### src/rtl/wmf_pkg.sv
// Shared opcodes and the control word that the sequencer sends to each cell.
// No dependencies.
package wmf_pkg;

  localparam logic OP_STORE  = 1'b0;
  localparam logic OP_REPORT = 1'b1;

  // Control broadcast to every cell of the chain.
  typedef struct packed {
    logic shift;  // store: sample chain moves one cell along
    logic load;   // report start: copy sample into the rotating slot, clear counts
    logic step;   // counting: compare, then rotate one cell along the ring
  } wmf_ctl_t;

endpackage

### src/rtl/wmf_cell.sv
// One cell of the median chain: a window sample, a rotating copy and rank counts.
// Depends on wmf_pkg.
module wmf_cell #(
  parameter int SAMPLE_BITS = 10,
  parameter int CNT_BITS    = 5,
  parameter int KLO         = 14,
  parameter int KHI         = 15
) (
  input  logic                   clk,
  input  logic                   rst_n,
  input  wmf_pkg::wmf_ctl_t      ctl,
  input  logic [SAMPLE_BITS-1:0] fix_in,
  input  logic [SAMPLE_BITS-1:0] rot_in,
  output logic [SAMPLE_BITS-1:0] fix_out,
  output logic [SAMPLE_BITS-1:0] rot_out,
  output logic [SAMPLE_BITS-1:0] lo_pick,
  output logic [SAMPLE_BITS-1:0] hi_pick
);

  logic [SAMPLE_BITS-1:0] fix_r, fix_nxt;
  logic [SAMPLE_BITS-1:0] rot_r, rot_nxt;
  logic [CNT_BITS-1:0]    lt_r, lt_nxt;
  logic [CNT_BITS-1:0]    eq_r, eq_nxt;
  logic [CNT_BITS:0]      top_rank;
  logic                   lo_hit;
  logic                   hi_hit;

  always_comb begin
    fix_nxt = fix_r;
    rot_nxt = rot_r;
    lt_nxt  = lt_r;
    eq_nxt  = eq_r;
    if (ctl.shift) begin
      fix_nxt = fix_in;
    end
    if (ctl.load) begin
      rot_nxt = fix_r;
      lt_nxt  = '0;
      eq_nxt  = '0;
    end else if (ctl.step) begin
      rot_nxt = rot_in;
      if (rot_r < fix_r) begin
        lt_nxt = lt_r + CNT_BITS'(1);
      end
      if (rot_r == fix_r) begin
        eq_nxt = eq_r + CNT_BITS'(1);
      end
    end
  end

  // The sample occupies sorted positions lt .. lt+eq-1; equal samples all
  // match the same position, so OR-ing the picks across cells is safe.
  assign top_rank = {1'b0, lt_r} + {1'b0, eq_r};
  assign lo_hit   = ({1'b0, lt_r} <= (CNT_BITS+1)'(KLO)) && (top_rank > (CNT_BITS+1)'(KLO));
  assign hi_hit   = ({1'b0, lt_r} <= (CNT_BITS+1)'(KHI)) && (top_rank > (CNT_BITS+1)'(KHI));
  assign lo_pick  = lo_hit ? fix_r : '0;
  assign hi_pick  = hi_hit ? fix_r : '0;
  assign fix_out  = fix_r;
  assign rot_out  = rot_r;

  always_ff @(posedge clk) begin
    if (!rst_n) begin
      fix_r <= '0;
    end else begin
      fix_r <= fix_nxt;
    end
  end

  always_ff @(posedge clk) begin
    rot_r <= rot_nxt;
    lt_r  <= lt_nxt;
    eq_r  <= eq_nxt;
  end

endmodule

### src/rtl/window_median_filter.sv
// Top level of the sliding-window median filter: sequencer, cell chain, result word.
// Depends on wmf_pkg and wmf_cell.
//
//   channel | direction | handshake          | payload
//   in_     | input     | in_valid, in_stall | in_opcode, in_sample
//   out_    | output    | out_valid, out_stall | out_median
//
// A store word only moves the sample chain. A report word loads the rotating
// copies, makes WINDOW counting steps around the cell ring, gathers the two
// middle samples and then forms the result word.
// Reset (rst_n low at a clock edge) clears all window samples to zero and
// returns the sequencer to idle; early reports therefore count those zeros.
// A pending result word holds while out_stall is high; stores are still taken
// then, and a report finishes its counting but waits before writing its result.
module window_median_filter #(
  parameter int WINDOW      = 30,
  parameter int SAMPLE_BITS = 10
) (
  input  logic                   clk,
  input  logic                   rst_n,
  input  logic                   in_valid,
  output logic                   in_stall,
  input  logic                   in_opcode,
  input  logic [SAMPLE_BITS-1:0] in_sample,
  output logic                   out_valid,
  input  logic                   out_stall,
  output logic [SAMPLE_BITS-1:0] out_median
);

  // Rank counts must hold the full window size; the step counter only
  // needs to count WINDOW steps starting from zero.
  localparam int CNT_BITS  = $clog2(WINDOW + 1);
  localparam int STEP_BITS = $clog2(WINDOW);
  // Sorted positions of the lower and upper middle sample; equal for odd windows.
  localparam int KLO = (WINDOW - 1) / 2;
  localparam int KHI = WINDOW / 2;

  localparam logic [1:0] ST_IDLE   = 2'd0;
  localparam logic [1:0] ST_COUNT  = 2'd1;
  localparam logic [1:0] ST_PICK   = 2'd2;
  localparam logic [1:0] ST_FINISH = 2'd3;

  logic [1:0]             state_r, state_nxt;
  logic [STEP_BITS-1:0]   step_r, step_nxt;
  logic                   out_valid_r, out_valid_nxt;
  logic [SAMPLE_BITS-1:0] out_median_r, out_median_nxt;
  logic [SAMPLE_BITS-1:0] lo_r, lo_nxt;
  logic [SAMPLE_BITS-1:0] hi_r, hi_nxt;
  logic [SAMPLE_BITS:0]   mid_sum;
  logic                   in_take;
  logic                   out_free;
  wmf_pkg::wmf_ctl_t      ctl;

  logic [SAMPLE_BITS-1:0] fix_q   [WINDOW];
  logic [SAMPLE_BITS-1:0] rot_q   [WINDOW];
  logic [SAMPLE_BITS-1:0] lo_pick [WINDOW];
  logic [SAMPLE_BITS-1:0] hi_pick [WINDOW];

  // Words are taken only while idle; a report owns the chain until its
  // result is written.
  assign in_stall = (state_r != ST_IDLE);
  assign in_take  = in_valid && !in_stall;
  // The result register can be written when empty or when its word leaves now.
  assign out_free = !out_valid_r || !out_stall;

  assign ctl.shift = in_take && (in_opcode == wmf_pkg::OP_STORE);
  assign ctl.load  = in_take && (in_opcode == wmf_pkg::OP_REPORT);
  assign ctl.step  = (state_r == ST_COUNT);

  // The cell chain. Samples move from cell 0 upward on a store, so the chain
  // holds the last WINDOW samples (the order of a multiset does not matter
  // for the median). The rotating copies form a closed ring, so after WINDOW
  // steps every cell has compared its sample with every sample, itself included.
  for (genvar gi = 0; gi < WINDOW; gi++) begin : g_cell
    logic [SAMPLE_BITS-1:0] fix_from;
    logic [SAMPLE_BITS-1:0] rot_from;

    if (gi == 0) begin : g_head
      assign fix_from = in_sample;
      assign rot_from = rot_q[WINDOW-1];
    end else begin : g_body
      assign fix_from = fix_q[gi-1];
      assign rot_from = rot_q[gi-1];
    end

    wmf_cell #(
      .SAMPLE_BITS(SAMPLE_BITS),
      .CNT_BITS   (CNT_BITS),
      .KLO        (KLO),
      .KHI        (KHI)
    ) u_cell (
      .clk    (clk),
      .rst_n  (rst_n),
      .ctl    (ctl),
      .fix_in (fix_from),
      .rot_in (rot_from),
      .fix_out(fix_q[gi]),
      .rot_out(rot_q[gi]),
      .lo_pick(lo_pick[gi]),
      .hi_pick(hi_pick[gi])
    );
  end

  // Every matching cell carries the same value, so a plain OR gathers it.
  always_comb begin
    lo_nxt = lo_r;
    hi_nxt = hi_r;
    if (state_r == ST_PICK) begin
      lo_nxt = '0;
      hi_nxt = '0;
      for (int i = 0; i < WINDOW; i++) begin
        lo_nxt = lo_nxt | lo_pick[i];
        hi_nxt = hi_nxt | hi_pick[i];
      end
    end
  end

  // Floor of the mean of the two middle samples; for an odd window both
  // are the same sample and this returns it unchanged.
  assign mid_sum = {1'b0, lo_r} + {1'b0, hi_r};

  always_comb begin
    state_nxt      = state_r;
    step_nxt       = step_r;
    out_valid_nxt  = out_valid_r;
    out_median_nxt = out_median_r;
    if (out_valid_r && !out_stall) begin
      out_valid_nxt = 1'b0;
    end
    case (state_r)
      ST_IDLE: begin
        if (ctl.load) begin
          state_nxt = ST_COUNT;
          step_nxt  = '0;
        end
      end
      ST_COUNT: begin
        step_nxt = step_r + STEP_BITS'(1);
        if (step_r == STEP_BITS'(WINDOW - 1)) begin
          state_nxt = ST_PICK;
        end
      end
      ST_PICK: begin
        state_nxt = ST_FINISH;
      end
      ST_FINISH: begin
        if (out_free) begin
          out_valid_nxt  = 1'b1;
          out_median_nxt = mid_sum[SAMPLE_BITS:1];
          state_nxt      = ST_IDLE;
        end
      end
      default: begin
        state_nxt = ST_IDLE;
      end
    endcase
  end

  always_ff @(posedge clk) begin
    if (!rst_n) begin
      state_r     <= ST_IDLE;
      out_valid_r <= 1'b0;
    end else begin
      state_r     <= state_nxt;
      out_valid_r <= out_valid_nxt;
    end
  end

  always_ff @(posedge clk) begin
    step_r       <= step_nxt;
    out_median_r <= out_median_nxt;
    lo_r         <= lo_nxt;
    hi_r         <= hi_nxt;
  end

  assign out_valid  = out_valid_r;
  assign out_median = out_median_r;

endmodule

### config.mk
export PLATFORM = sky130hd
export DESIGN_NAME = window_median_filter
export DESIGN_NICKNAME = d
export VERILOG_FILES = /design/src/rtl/wmf_pkg.sv /design/src/rtl/wmf_cell.sv /design/src/rtl/window_median_filter.sv
export SDC_FILE = /design/constraint.sdc
export NUM_CORES = 2
export LEC_CHECK = 0
export BUFFER_PORTS_ARGS = -buffer_cell sky130_fd_sc_hd__buf_2
export CORE_MARGIN = 8
export CORE_UTILIZATION = 41
export DETAILED_ROUTE_END_ITERATION = 10
export PLACE_DENSITY = 0.63
export SKIP_LAST_GASP = 1
export SYNTH_ARGS = -nofsm -noshare
export SYNTH_HDL_FRONTEND = slang
export SYNTH_SLANG_ARGS = --single-unit
### constraint.sdc
create_clock -name clk -period 12.7 [get_ports clk]
set_input_delay 0.635 -clock clk [delete_from_list [all_inputs] [get_ports clk]]
set_output_delay 0.635 -clock clk [all_outputs]
set_load 0.1 [all_outputs]
==> results.json <==
{
  "syn_area_um2": 54500,
  "grt_pass1_wl_mm": 277,
  "worstPathRequired_ns": 13.04,
  "tritoncts": "done",
  "cp_slowest_stage_delay_ns": 0.93,
  "rows": 133,
  "cap_violations": 0,
  "fin_skew_ns": 0.0298,
  "yosysUniqueCellTypes": 81,
  "fin_crit_sh": 0.331,
  "ios": 27,
  "yosys-top-cells-count": "nand2_1, dfxtp_1, ha_1",
  "end_kind": "flip-flop",
  "ant_nets": 0,
  "yosys_warnings": 0,
  "chipHeight_um": 380,
  "antenna_found_initial": 1,
  "synthToLayoutAreaGrowth_pct": 10.9,
  "period_minus_slack_ns": 4.20,
  "run_status": "finished clean",
  "cts.sinks": 938,
  "drt-initial-drc-count": 5663,
  "grt_usage": 0.244,
  "layout-drive-gt1-share": 0.0573,
  "avgSynthCellArea_um2": 8.79,
  "crit_arrival_ns": 4.54,
  "worst_pin_slew_ns": 1.24,
  "vias": 47577,
  "finalWirelength_mm": 185,
  "die_w_um": 380,
  "slew_headroom": 0.172,
  "ys_ff_latch": 938,
  "post-cts-setup-buffers": 0,
  "yosys.area.top_type": "dfxtp_1",
  "hpwl_mm": 138,
  "ys.flop_type": "dfxtp_1",
  "grt_max_degree": 210,
  "route.detailed.vias_per_inst": 5.92,
  "io_buffers": 26,
  "synthCells": 6198,
  "synth_top_area_share": 0.222,
  "power_mw": 11.5,
  "hp-class": "input pin to flip-flop",
  "clk_pin_slew_ns": 0.06,
  "final_cells": 8039,
  "cts_made_buffers": 104,
  "fp.dieArea_um2": 145000,
  "ctsHoldBuffers": 0,
  "grt_pass1_vias": 44444,
  "gp_congestion": 1.04,
  "cp_max_fo": 74,
  "dp.cells": 7838,
  "p_per_area_nw_per_um2": 190,
  "post_drt_wl_per_cell_um": 23.1,
  "crit_chain": "inv_1 > ha_2 > buf_4 > clkinv_1 > nand2_4 > buf_4 > buf_4",
  "cts.path.max_buffers": 3,
  "ctsResizeCount": 0,
  "clock_latency_ns": 0.74,
  "tns_ns": 0,
  "fillers": 12542,
  "cp_top_family": "buffers and inverters",
  "setup_viol": 0,
  "clockRootBuffer": "clkbuf_16",
  "rsz0062_at_grt": "no",
  "grt_overflow": 0,
  "drc_errors": 0,
  "cp-start-kind": "flip-flop",
  "final_nets": 6820,
  "drv_slew": 0,
  "setup.worst_path.class": "flip-flop to flip-flop",
  "synth_edf_count": 335,
  "cts_max_level": 3,
  "leakagePower_nw": 23.3,
  "start_util": 0.414,
  "ys_seq_area_frac": 0.406,
  "synthTopCellsByArea": "dfxtp_1, edfxtp_1, ha_1",
  "synth_nets": 6829,
  "peakVddDrop_mv": 0.115,
  "hold_violations": 0,
  "drtPass1Iterations": 9,
  "fmax_ghz": 0.238,
  "worst-path-buf-inv": 5,
  "slowest_stage": "buf_4",
  "core_um2": 132000,
  "async_flop_share": 0,
  "path_common_cell": "buf_4",
  "yosysMostFrequentCell": "nand2_1"
}
==> layout make-up <==
cell class,count,area [µm²],share of cell area
flip-flops and latches,938,22100,0.367
clock buffers,154,3090,0.0511
inverters,448,1690,0.0280
multi-input cells,4584,30000,0.496
diodes,3,7.51,0.000124
well taps,1755,2200,0.0364
clock inverters,44,480,0.00796
repair buffers,113,808,0.0134
==> sequential cells by signal, summed over array words and instances, names as in the netlist, 2 cells and up <==
name	flops
g_cell.u_cell.fix_out	300
g_cell.u_cell.rot_out	300
g_cell.u_cell.eq_r	150
g_cell.u_cell.lt_r	150
hi_r	10
lo_r	10
out_median	10
step_r	5
state_r	2
==> cell families after synthesis <==
| logic type | count (synthesis) | synth area share |
|---|---|---|
| muxes | 67 | 0.0123 |
| xor gates and xnor gates | 187 | 0.0301 |
| adders and majority gates | 616 | 0.146 |
| buffers and inverters | 676 | 0.0468 |
| AOI/OAI and AO/OA | 1418 | 0.166 |
| DFF | 938 | 0.406 |
| and+or+nand+nor | 2296 | 0.192 |
==> placed cells by master, fill, tap and decap left out, drive strengths merged, types with 113 or more instances in the layout <==
master	synthesis	routed
nor2	370	370
dfxtp	603	603
nand4	234	234
nand2	1172	1172
a21oi	464	464
buf	20	113
clkbuf	208	154
edfxtp	335	335
ha	585	585
nor3	121	121
inv	443	447
o21ai	371	371
==> per-layer routing <==
metal,GRT usage,vias up,routed length [µm]
li1,-,22315,-
met3,0.0500,473,17000
met2,0.375,2138,80300
met1,0.324,22649,77700
met4,0.122,2,10400
met5,0,-,17
==> per-stage QoR <==
step	hold slack, ns	instance area (µm²)	worst slack (ns)	utilization
after floorplan	0.457	54500	4.56	-
after global placement	0.468	56800	8.66	0.431
after detailed placement	0.476	56800	8.53	0.431
after CTS	0.0883	60400	8.52	0.459
after global routing	0.134	60400	8.31	0.459
final	0.151	60400	8.50	0.459
==> worst register-to-register path, cell delays in order (launching register included) <==
cell,delay (ns)
dfxtp_1,0.33
inv_1,0.11
ha_2,0.18
buf_4,0.38
clkinv_1,0.48
nand2_4,0.48
buf_4,0.80
buf_4,1.02
==> worst paths after layout <==
kind	end	slack, ns	from	cells past startpoint
hold / removal	g_cell[0].u_cell.fix_out[6]$_SDFFE_PN0P_	0.15	in_sample[6]	3
hold reg to reg	g_cell[7].u_cell.fix_out[1]$_SDFFE_PN0P_	0.49	g_cell[6].u_cell.fix_out[1]$_SDFFE_PN0P_	2
setup reg to reg	g_cell[17].u_cell.rot_out[1]$_DFFE_PP_	8.50	state_r[1]$_SDFFE_PN0P_	7
setup / recovery	g_cell[17].u_cell.rot_out[1]$_DFFE_PP_	8.50	state_r[1]$_SDFFE_PN0P_	7
==> where the power goes <==
group          internal (mW)  leakage, nW  switching (mW)  total, mW
Combinational           1.24         13.4            2.54       3.77
Clock                   1.85         1.74            1.32       3.17
Sequential              3.98         8.12           0.576       4.56
Total                   7.07         23.3            4.43       11.5
(Power assumes the default switching activity.)
